[src/mbt_pkg.sv]
package mbt_pkg;

    // Image limits and field widths
    localparam int MAX_WIDTH  = 256;
    localparam int MAX_HEIGHT = 256;
    localparam int PIXEL_BITS = 24;
    localparam int COORD_W    = 8;
    localparam int DIM_W      = 9;
    localparam int ADDR_W     = 2 * COORD_W;
    localparam int STEP_W     = 4;

    localparam logic [DIM_W-1:0] MAX_W_DIM = DIM_W'(MAX_WIDTH);
    localparam logic [DIM_W-1:0] MAX_H_DIM = DIM_W'(MAX_HEIGHT);

    // Configuration register indexes
    localparam logic REG_IMAGE_WIDTH  = 1'b0;
    localparam logic REG_IMAGE_HEIGHT = 1'b1;

    // Input operation codes
    localparam logic OP_LOAD    = 1'b0;
    localparam logic OP_REQUEST = 1'b1;

    // Result status codes
    localparam logic [1:0] STS_POINT = 2'd0;
    localparam logic [1:0] STS_EMPTY = 2'd1;
    localparam logic [1:0] STS_DONE  = 2'd2;

    // Trace phase
    typedef enum logic [3:0] {
        PH_IDLE    = 4'b0001,
        PH_TRACING = 4'b0010,
        PH_DONE    = 4'b0100,
        PH_EMPTY   = 4'b1000
    } phase_t;

    typedef logic [STEP_W-1:0] step_t;

    // Microprogram addresses
    localparam step_t SEQ_FETCH  = 4'd0;
    localparam step_t SEQ_START  = 4'd1;
    localparam step_t SEQ_CHECK  = 4'd2;
    localparam step_t SEQ_SETUP  = 4'd3;
    localparam step_t SEQ_PROBE  = 4'd4;
    localparam step_t SEQ_MISS   = 4'd5;
    localparam step_t SEQ_HIT    = 4'd6;
    localparam step_t SEQ_POINT  = 4'd7;
    localparam step_t SEQ_STATUS = 4'd8;

    // Datapath actions
    typedef enum logic [3:0] {
        ACT_NONE,
        ACT_ACCEPT,
        ACT_START,
        ACT_SETUP,
        ACT_PROBE,
        ACT_RETURN,
        ACT_MOVE,
        ACT_POINT,
        ACT_STATUS
    } act_t;

    // Jump conditions
    typedef enum logic [1:0] {
        JMP_NEVER,
        JMP_ALWAYS,
        JMP_NOT_TRACING,
        JMP_HIT
    } jump_t;

    // Hold conditions
    typedef enum logic [1:0] {
        WT_NONE,
        WT_NO_REQ,
        WT_PROBE,
        WT_OUT_FULL
    } wait_t;

    typedef struct packed {
        act_t  act;
        jump_t jump;
        wait_t wt;
        step_t target;
    } uword_t;

    // Status from datapath to sequencer
    typedef struct packed {
        logic req_seen;
        logic not_tracing;
        logic hit;
        logic probe_busy;
        logic out_full;
    } flags_t;

    // Neighbor offsets by direction, west first, then counterclockwise with y growing down
    function automatic logic signed [1:0] dir_dx(input logic [2:0] d);
        logic signed [1:0] r;
        case (d)
            3'd0: r = -2'sd1;
            3'd1: r = -2'sd1;
            3'd2: r = 2'sd0;
            3'd3: r = 2'sd1;
            3'd4: r = 2'sd1;
            3'd5: r = 2'sd1;
            3'd6: r = 2'sd0;
            default: r = -2'sd1;
        endcase
        return r;
    endfunction

    function automatic logic signed [1:0] dir_dy(input logic [2:0] d);
        logic signed [1:0] r;
        case (d)
            3'd0: r = 2'sd0;
            3'd1: r = 2'sd1;
            3'd2: r = 2'sd1;
            3'd3: r = 2'sd1;
            3'd4: r = 2'sd0;
            3'd5: r = -2'sd1;
            3'd6: r = -2'sd1;
            default: r = -2'sd1;
        endcase
        return r;
    endfunction

    // Zero acts as one, anything above the maximum acts as the maximum
    function automatic logic [DIM_W-1:0] clamp_dim(input logic [DIM_W-1:0] v,
                                                   input logic [DIM_W-1:0] lim);
        logic [DIM_W-1:0] r;
        if (v == '0)
            r = DIM_W'(1);
        else if (v > lim)
            r = lim;
        else
            r = v;
        return r;
    endfunction

endpackage

[src/mbt_ucode_rom.sv]
module mbt_ucode_rom
    import mbt_pkg::*;
(
    input  step_t  step,
    output uword_t word
);

    // Control store: one word per step
    always_comb
    begin
        case (step)
            SEQ_FETCH:  word = '{ACT_ACCEPT, JMP_NEVER,       WT_NO_REQ,   SEQ_FETCH};
            SEQ_START:  word = '{ACT_START,  JMP_NEVER,       WT_NONE,     SEQ_FETCH};
            SEQ_CHECK:  word = '{ACT_NONE,   JMP_NOT_TRACING, WT_NONE,     SEQ_STATUS};
            SEQ_SETUP:  word = '{ACT_SETUP,  JMP_NEVER,       WT_NONE,     SEQ_FETCH};
            SEQ_PROBE:  word = '{ACT_PROBE,  JMP_HIT,         WT_PROBE,    SEQ_HIT};
            SEQ_MISS:   word = '{ACT_RETURN, JMP_ALWAYS,      WT_NONE,     SEQ_POINT};
            SEQ_HIT:    word = '{ACT_MOVE,   JMP_NEVER,       WT_NONE,     SEQ_FETCH};
            SEQ_POINT:  word = '{ACT_POINT,  JMP_ALWAYS,      WT_OUT_FULL, SEQ_FETCH};
            SEQ_STATUS: word = '{ACT_STATUS, JMP_ALWAYS,      WT_OUT_FULL, SEQ_FETCH};
            default:    word = '{ACT_NONE,   JMP_ALWAYS,      WT_NONE,     SEQ_FETCH};
        endcase
    end

endmodule

[src/mbt_sequencer.sv]
module mbt_sequencer
    import mbt_pkg::*;
(
    input  logic   clk,
    input  logic   rst_n,
    input  flags_t flags,
    output act_t   act
);

    step_t  step_reg;
    step_t  step_next;
    uword_t word;
    logic   hold;
    logic   take;

    mbt_ucode_rom u_rom (
        .step (step_reg),
        .word (word)
    );

    // Evaluate hold and jump conditions of the current word
    always_comb
    begin
        case (word.wt)
            WT_NO_REQ:   hold = !flags.req_seen;
            WT_PROBE:    hold = flags.probe_busy;
            WT_OUT_FULL: hold = flags.out_full;
            default:     hold = 1'b0;
        endcase
        case (word.jump)
            JMP_ALWAYS:      take = 1'b1;
            JMP_NOT_TRACING: take = flags.not_tracing;
            JMP_HIT:         take = flags.hit;
            default:         take = 1'b0;
        endcase
        if (hold)
            step_next = step_reg;
        else if (take)
            step_next = word.target;
        else
            step_next = step_reg + STEP_W'(1);
    end

    assign act = word.act;

    // Advance the step counter
    always_ff @(posedge clk or negedge rst_n)
    begin
        if (!rst_n)
            step_reg <= SEQ_FETCH;
        else
            step_reg <= step_next;
    end

endmodule

[config.mk]
export PLATFORM = sky130hd
export DESIGN_NAME = mbt_sequencer
export DESIGN_NICKNAME = d
export VERILOG_FILES = /design/src/mbt_pkg.sv /design/src/mbt_ucode_rom.sv /design/src/mbt_sequencer.sv
export SDC_FILE = /design/constraint.sdc
export NUM_CORES = 1
export LEC_CHECK = 0
export BUFFER_PORTS_ARGS = -buffer_cell sky130_fd_sc_hd__buf_4
export CAP_MARGIN = 0
export CORE_AREA = 2 2 39 41
export DETAILED_ROUTE_END_ITERATION = 10
export DIE_AREA = 0 0 41 43
export HOLD_SLACK_MARGIN = 0.05
export MAX_ROUTING_LAYER = met4
export SKIP_LAST_GASP = 1
export SLEW_MARGIN = 20
export SYNTH_ARGS = -nofsm -noshare
export SYNTH_HDL_FRONTEND = slang
export SYNTH_SLANG_ARGS = --single-unit
export TNS_END_PERCENT = 100
[constraint.sdc]
create_clock -name clk -period 3.05 [get_ports clk]
set_input_delay 0.4575 -clock clk [delete_from_list [all_inputs] [get_ports clk]]
set_output_delay 0.4575 -clock clk [all_outputs]
set_load 0.02 [all_outputs]
==> flow_metrics.env, run 1 <==
export IMPL_relSlewSlack_pct=75.9
export IMPL_setup_tns_final_ns=0
export IMPL_cts_sinks=4
export IMPL_status="complete, no violations"
export IMPL_clk_latency_ns=0.24
export IMPL_grt_pass1_vias=460
export IMPL_die_h_um=43
export IMPL_root_buffer="clkbuf_4"
export IMPL_powerDensity_mw_per_mm2=1110
export IMPL_syn_area_um2=470
export IMPL_power_w=0.000650
export IMPL_internal_power_w=0.000326
export IMPL_wire_per_inst_um=13.1
export IMPL_io_pins=11
export IMPL_drt_pass1_iter_count=4
export IMPL_p_switching_w=0.000324
export IMPL_cp_max_fo=10
export IMPL_endpoint_kind="flop"
export IMPL_synth_nets=71
export IMPL_overflow=0
export IMPL_post_route_util_pct=42.1
export IMPL_ant_nets=0
export IMPL_yosysWarningCount=0
export IMPL_hold_path_class="input pin to flop"
export IMPL_sw_frac_of_total_pct=49.8
export IMPL_wl_um=1140
export IMPL_fmax_mhz=462
export IMPL_timing_final_crit_share_pct=71.0
export IMPL_core_area_mm2=0.00138
export IMPL_hpwlAfterDp_um=925
export IMPL_layout_nets=85
export IMPL_vias_per_cell=5.57
export IMPL_cts_made_buffers=3
export IMPL_gp_congestion=0.809
export IMPL_std_cell_rows=14
export IMPL_die_w_um=41
export IMPL_initial_core_util_pct=34.0
export IMPL_synth_top_area_share_pct=21.3
export IMPL_p_comb_share_pct=69.7
export IMPL_grt_usage_pct=15.2
export IMPL_rsz0062_at_grt="no"
export IMPL_htreeDepth=1
export IMPL_syn2layout_area_growth_pct=23.9
export IMPL_fin_crit_ns=2.17
export IMPL_cts_resized=0
export IMPL_critPathArrivalTime_ns=2.27
export IMPL_largest_register_ffs=4
export IMPL_finalHoldViolations=0
export IMPL_diodes=0
export IMPL_synth_area_leaders="dfrtp_1 21%, ha_1 13%, mux2i_1 6.4%"
export IMPL_r2r_cells=6
export IMPL_criticalPathCategory="flop to flop"
export IMPL_path_clk_slew_ns=0.04
export IMPL_route_vias_total=485
export IMPL_drc=0
export IMPL_clock_skew_ns=0.00689
export IMPL_instances_no_fill=87
export IMPL_antenna_found_initial=0
export IMPL_worst_pin_slew_ns=0.360
export IMPL_dp_cells=83
export IMPL_cts_buffer_depth=2
export IMPL_drt_iter0_markers=8
export IMPL_ir_worst_vdd_mv=0.315
export IMPL_p_seq_share_pct=19.9
export IMPL_cp_start_kind="flop"
export IMPL_setup_viol=0
export IMPL_power_leakage_nw=0.268
export IMPL_clock_power_share_pct=10.3
export IMPL_hold_path_depth=2
export IMPL_dieArea_mm2=0.00176
export IMPL_grt_max_degree=11
export IMPL_grt_pass1_wl_um=1820
export IMPL_slew_viol_final=0
export IMPL_numPortBuffers=10
export IMPL_avgSynthCellArea_um2=7.97
export IMPL_critPathRequiredTime_ns=3.16
export IMPL_synth_seq_cells=4
export IMPL_synth_top_area_cell="dfrtp_1"
export IMPL_cap_violations=0
export IMPL_yosysSeqAreaShare_pct=21.3
export IMPL_cts_tree="built"
export IMPL_synthCells=59
export IMPL_drive_gt1_share_pct=18.3
export IMPL_ys_types=27
[worst paths after layout]
check / start / to / slack (ns)
min reg2reg: step_reg[3] / step_reg[2] / 0.61
min: flags[0] / step_reg[3] / 0.48
max: step_reg[1] / step_reg[0] / 0.88
max reg2reg: step_reg[1] / step_reg[0] / 0.88
max in group asynchronous: rst_n / step_reg[2] / 2.39
min in group asynchronous: rst_n / step_reg[0] / 0.55
[synthesized netlist by cell type]
library cell  n
inv_1         5
dfrtp_1       4
or3_1         2
buf_6         1
and2b_1       1
o31ai_1       1
o2111ai_1     2
o22ai_1       1
nor2b_1       3
nand4_1       1
a211oi_1      1
o21ai_0       1
a221oi_1      1
nand2b_1      3
ha_1          5
nand3_1       1
a22o_1        1
clkbuf_1      1
o41ai_1       1
nand2_1       3
nor3_1        2
mux2i_1       3
a21o_1        1
nand3b_1      2
nor2_1        7
a32o_1        2
a21oi_1       3
[per-stage QoR]
step	hold slack, ns	cell area, um^2	setup slack [ns]
CTS	0.475	583	0.870
finish	0.476	583	0.884
global placement	0.259	551	0.851
detailed placement	0.259	551	0.843
floorplan	0.162	470	1.06
global route	0.474	583	0.739
[layout make-up]
cell class	count	area (um^2)
fillers	144	801
multi-input cells	48	337
flip-flops and latches	4	100
repair buffers	11	85.1
clock buffers	3	22.5
well taps	16	20.0
inverters	5	18.8
[cell families after synthesis]
kind of cell / after synthesis / synth area share (%)
AND/OR/NAND/NOR: 25 / 27.9
adder cells (fa/ha/maj): 5 / 13.3
multiplexers: 3 / 6.38
flip-flops: 4 / 21.3
buffers and inverters: 7 / 7.18
AO/OA/AOI/OAI: 15 / 23.9
[routing by layer]
| layer | track usage [%] | vias up | share of wire, % |
|---|---|---|---|
| li1 | - | 241 | - |
| met1 | 17.8 | 228 | 45 |
| met2 | 23.4 | 14 | 49 |
| met3 | 4.71 | 2 | 5.1 |
| met4 | 5.33 | 0 | 1.3 |
| met5 | - | - | 0 |
[power groups by stage]
stage	clock, W	sequential (W)	combinational [W]
6_report	0.0000673	0.000129	0.000453
5_1_grt	0.0000719	0.000135	0.000508
4_1_cts	0.0000698	0.000129	0.000455
3_5_place_dp	0	0.000130	0.000451
3_3_place_gp	0	0.000129	0.000455
2_1_floorplan	0	0.000102	0.000361
[cells in the final DEF (no fill, tap or decap)]
cell	n
nand2b_1	3
dfrtp_1	4
dlygate4sd3_1	1
nand3_1	1
mux2i_1	3
o21ai_0	1
nor3_1	2
nor2_1	7
a221oi_1	1
a32o_1	2
a21oi_1	3
nor2b_1	3
o31ai_1	1
o22ai_1	1
ha_1	5
clkbuf_4	3
o41ai_1	1
or3_1	2
and2b_1	1
nand3b_1	2
a22o_1	1
inv_1	5
nand2_1	3
nand4_1	1
a211oi_1	1
o2111ai_1	2
buf_4	10
a21o_1	1
[worst max-delay path, stage by stage (launching register included)]
cell	delay (ns)
dfrtp_1	0.52
inv_1	0.11
ha_1	0.34
or3_1	0.35
a32o_1	0.29
a221oi_1	0.30
o22ai_1	0.13
[timing repair]
action / in CTS / in global routing
setup buffers: 0 / 0
hold endpoints to repair: 4 / 0
hold buffers: 1 / 0
No activity file was read; power rests on OpenSTA's default activity.
==> run 2, diff against run 1 <==
clock period = 1.9 ns   (was 3.05 ns; I/O delays follow)
==> run 2 against run 1 <==
Against the previous run:
- routed wire length grew 1.4%
- critical endpoint is now step_reg[3]
- hold slack worse by 0.15 ns
- clock skew decreased by 0.0038 ns
- maximum frequency increased by 18%
- highest routed layer is now met3
- largest cell class unchanged
==> flow_metrics.env, run 2 (synthesis gave the netlist of run 1 again) <==
export IMPL_slowest_delay_ns=0.40
export IMPL_drive_gt1_share_pct=33.8
export IMPL_io_pins=11
export IMPL_cp_top_family="compound AO/OA/AOI/OAI gates"
export IMPL_gp_congestion=0.860
export IMPL_dp_cells=88
export IMPL_cap_violations=0
export IMPL_drt_pass1_iter_count=4
export IMPL_die_h_um=43
export IMPL_timing_final_crit_share_pct=96.3
export IMPL_relSlewSlack_pct=74.6
export IMPL_worst_pin_slew_ns=0.379
export IMPL_cp_start_kind="flop"
export IMPL_critPathArrivalTime_ns=1.99
export IMPL_wl_um=1160
export IMPL_setup_viol=0
export IMPL_diodes=0
export IMPL_fin_crit_ns=1.83
export IMPL_setup_tns_final_ns=0
export IMPL_die_w_um=41
export IMPL_wire_per_inst_um=12.5
export IMPL_path_cells="inv_2 > ha_4 > or3_1 > a32o_2 > o31ai_1 > a22o_1"
export IMPL_cts_tree="built"
export IMPL_multi_input_area_um2=370
export IMPL_slowest_stage="dfrtp_2"
export IMPL_hpwlAfterDp_um=874
export IMPL_fmax_mhz=547
export IMPL_slew_viol_final=0
export IMPL_route_vias_total=498
export IMPL_clock_skew_ns=0.00307
export IMPL_endpoint_kind="flop"
export IMPL_holdWs_ns=0.326
export IMPL_layout_nets=90
export IMPL_largest_register_ffs=4
export IMPL_criticalPathCategory="flop to flop"
export IMPL_final_cell_mix="15 x buf_4, 7 x nor2_1, 4 x ha_1"
export IMPL_cts_buffer_depth=2
export IMPL_path_clk_slew_ns=0.04
export IMPL_root_buffer="clkbuf_4"
export IMPL_status="complete, no violations"
export IMPL_finalHoldViolations=0
export IMPL_p_comb_share_pct=77.1
export IMPL_grt_usage_pct=16.7
export IMPL_powerDensity_mw_per_mm2=1850
export IMPL_path_buf_inv=1
export IMPL_numPortBuffers=10
export IMPL_drc=0
export IMPL_cp_max_fo=4
export IMPL_p_seq_share_pct=13.7
export IMPL_internal_power_w=0.000648
export IMPL_syn2layout_area_growth_pct=40.2
export IMPL_grt_max_degree=11
export IMPL_ant_nets=0
export IMPL_antenna_found_initial=0
export IMPL_cts_made_buffers=3
export IMPL_overflow=0
export IMPL_clock_power_share_pct=9.2
export IMPL_ir_worst_vdd_mv=1.07
export IMPL_dieArea_mm2=0.00176
export IMPL_sw_frac_of_total_pct=46.8
export IMPL_p_switching_w=0.000569
export IMPL_instances_no_fill=93
export IMPL_final_common_cell="buf_4"
export IMPL_clk_latency_ns=0.23
export IMPL_std_cell_rows=14
export IMPL_vias_per_cell=5.35
export IMPL_critPathRequiredTime_ns=2.06
export IMPL_fillers=132
export IMPL_core_area_mm2=0.00138
export IMPL_drt_iter0_markers=18
export IMPL_power_leakage_nw=0.307
export IMPL_grt_pass1_wl_um=1950
export IMPL_post_cts_setup_buffers=0
export IMPL_initial_core_util_pct=34.0
export IMPL_htreeDepth=1
export IMPL_hold_path_class="input pin to flop"
export IMPL_rsz0062_at_grt="yes"
export IMPL_grt_pass1_vias=470
export IMPL_regArea_um2=101
export IMPL_power_w=0.00122
export IMPL_cts_sinks=4
==> run 2: cell types whose count changed in the layout (fill, tap and decap cells not counted), sizes merged <==
cell and delta:
buf +5, clkbuf +1
==> run 2: final timing paths <==
| path | end | startpoint | slack, ns | cells after the start |
|---|---|---|---|---|
| max | step_reg[3] | step_reg[1] | 0.07 | 6 |
| min reg2reg | step_reg[1] | step_reg[1] | 0.58 | 2 |
| min in group asynchronous | step_reg[2] | rst_n | 0.39 | 2 |
| max in group asynchronous | step_reg[1] | rst_n | 1.40 | 2 |
| max reg2reg | step_reg[3] | step_reg[1] | 0.07 | 6 |
| min | step_reg[3] | flags[0] | 0.33 | 2 |
==> run 2: per-layer routing <==
metal  part of all wire [%]  GRT usage [%]
met5                      0              -
met4                      0           6.00
met3                    3.3           1.57
met2                     51           24.7
met1                     46           23.0
==> run 2: power groups by stage <==
stage / Clock [W] / Sequential, W / Combinational, W
after floorplan: 0 / 0.000168 / 0.000615
after global placement: 0 / 0.000166 / 0.000891
after detailed placement: 0 / 0.000164 / 0.000890
after CTS: 0.000118 / 0.000163 / 0.000911
after global routing: 0.000127 / 0.000174 / 0.00105
final: 0.000112 / 0.000166 / 0.000939
==> run 2: layout make-up <==
class / count / area share [%]
clock buffer: 4 / 3.98
inverter: 5 / 2.85
multi-input combinational: 48 / 56.2
sequential: 4 / 15.4
tap: 16 / 3.04
timing repair buffer: 16 / 18.6
==> run 2: repair_timing <==
item | in CTS | in global routing
pin swaps | 0 | 2
hold buffers | 1 | 0
resized for setup | 1 | 4
setup endpoints to repair | 1 | 4
endpoints found under the hold margin | 4 | 0
==> run 2: worst reg2reg max path, stage by stage, from the launching register on <==
cell	delay, ns
dfrtp_2	0.40
inv_2	0.07
ha_4	0.19
or3_1	0.34
a32o_2	0.31
o31ai_1	0.27
a22o_1	0.17
==> run 2: stage by stage <==
step	utilization, %	setup slack [ns]	instance area, um^2
after detailed placement	43.5	-0.00352	602
after global placement	43.5	0.0175	602
after global routing	47.6	-0.000962	659
final	47.6	0.0710	659
after CTS	46.6	-0.00719	644
after floorplan	-	0.0129	484
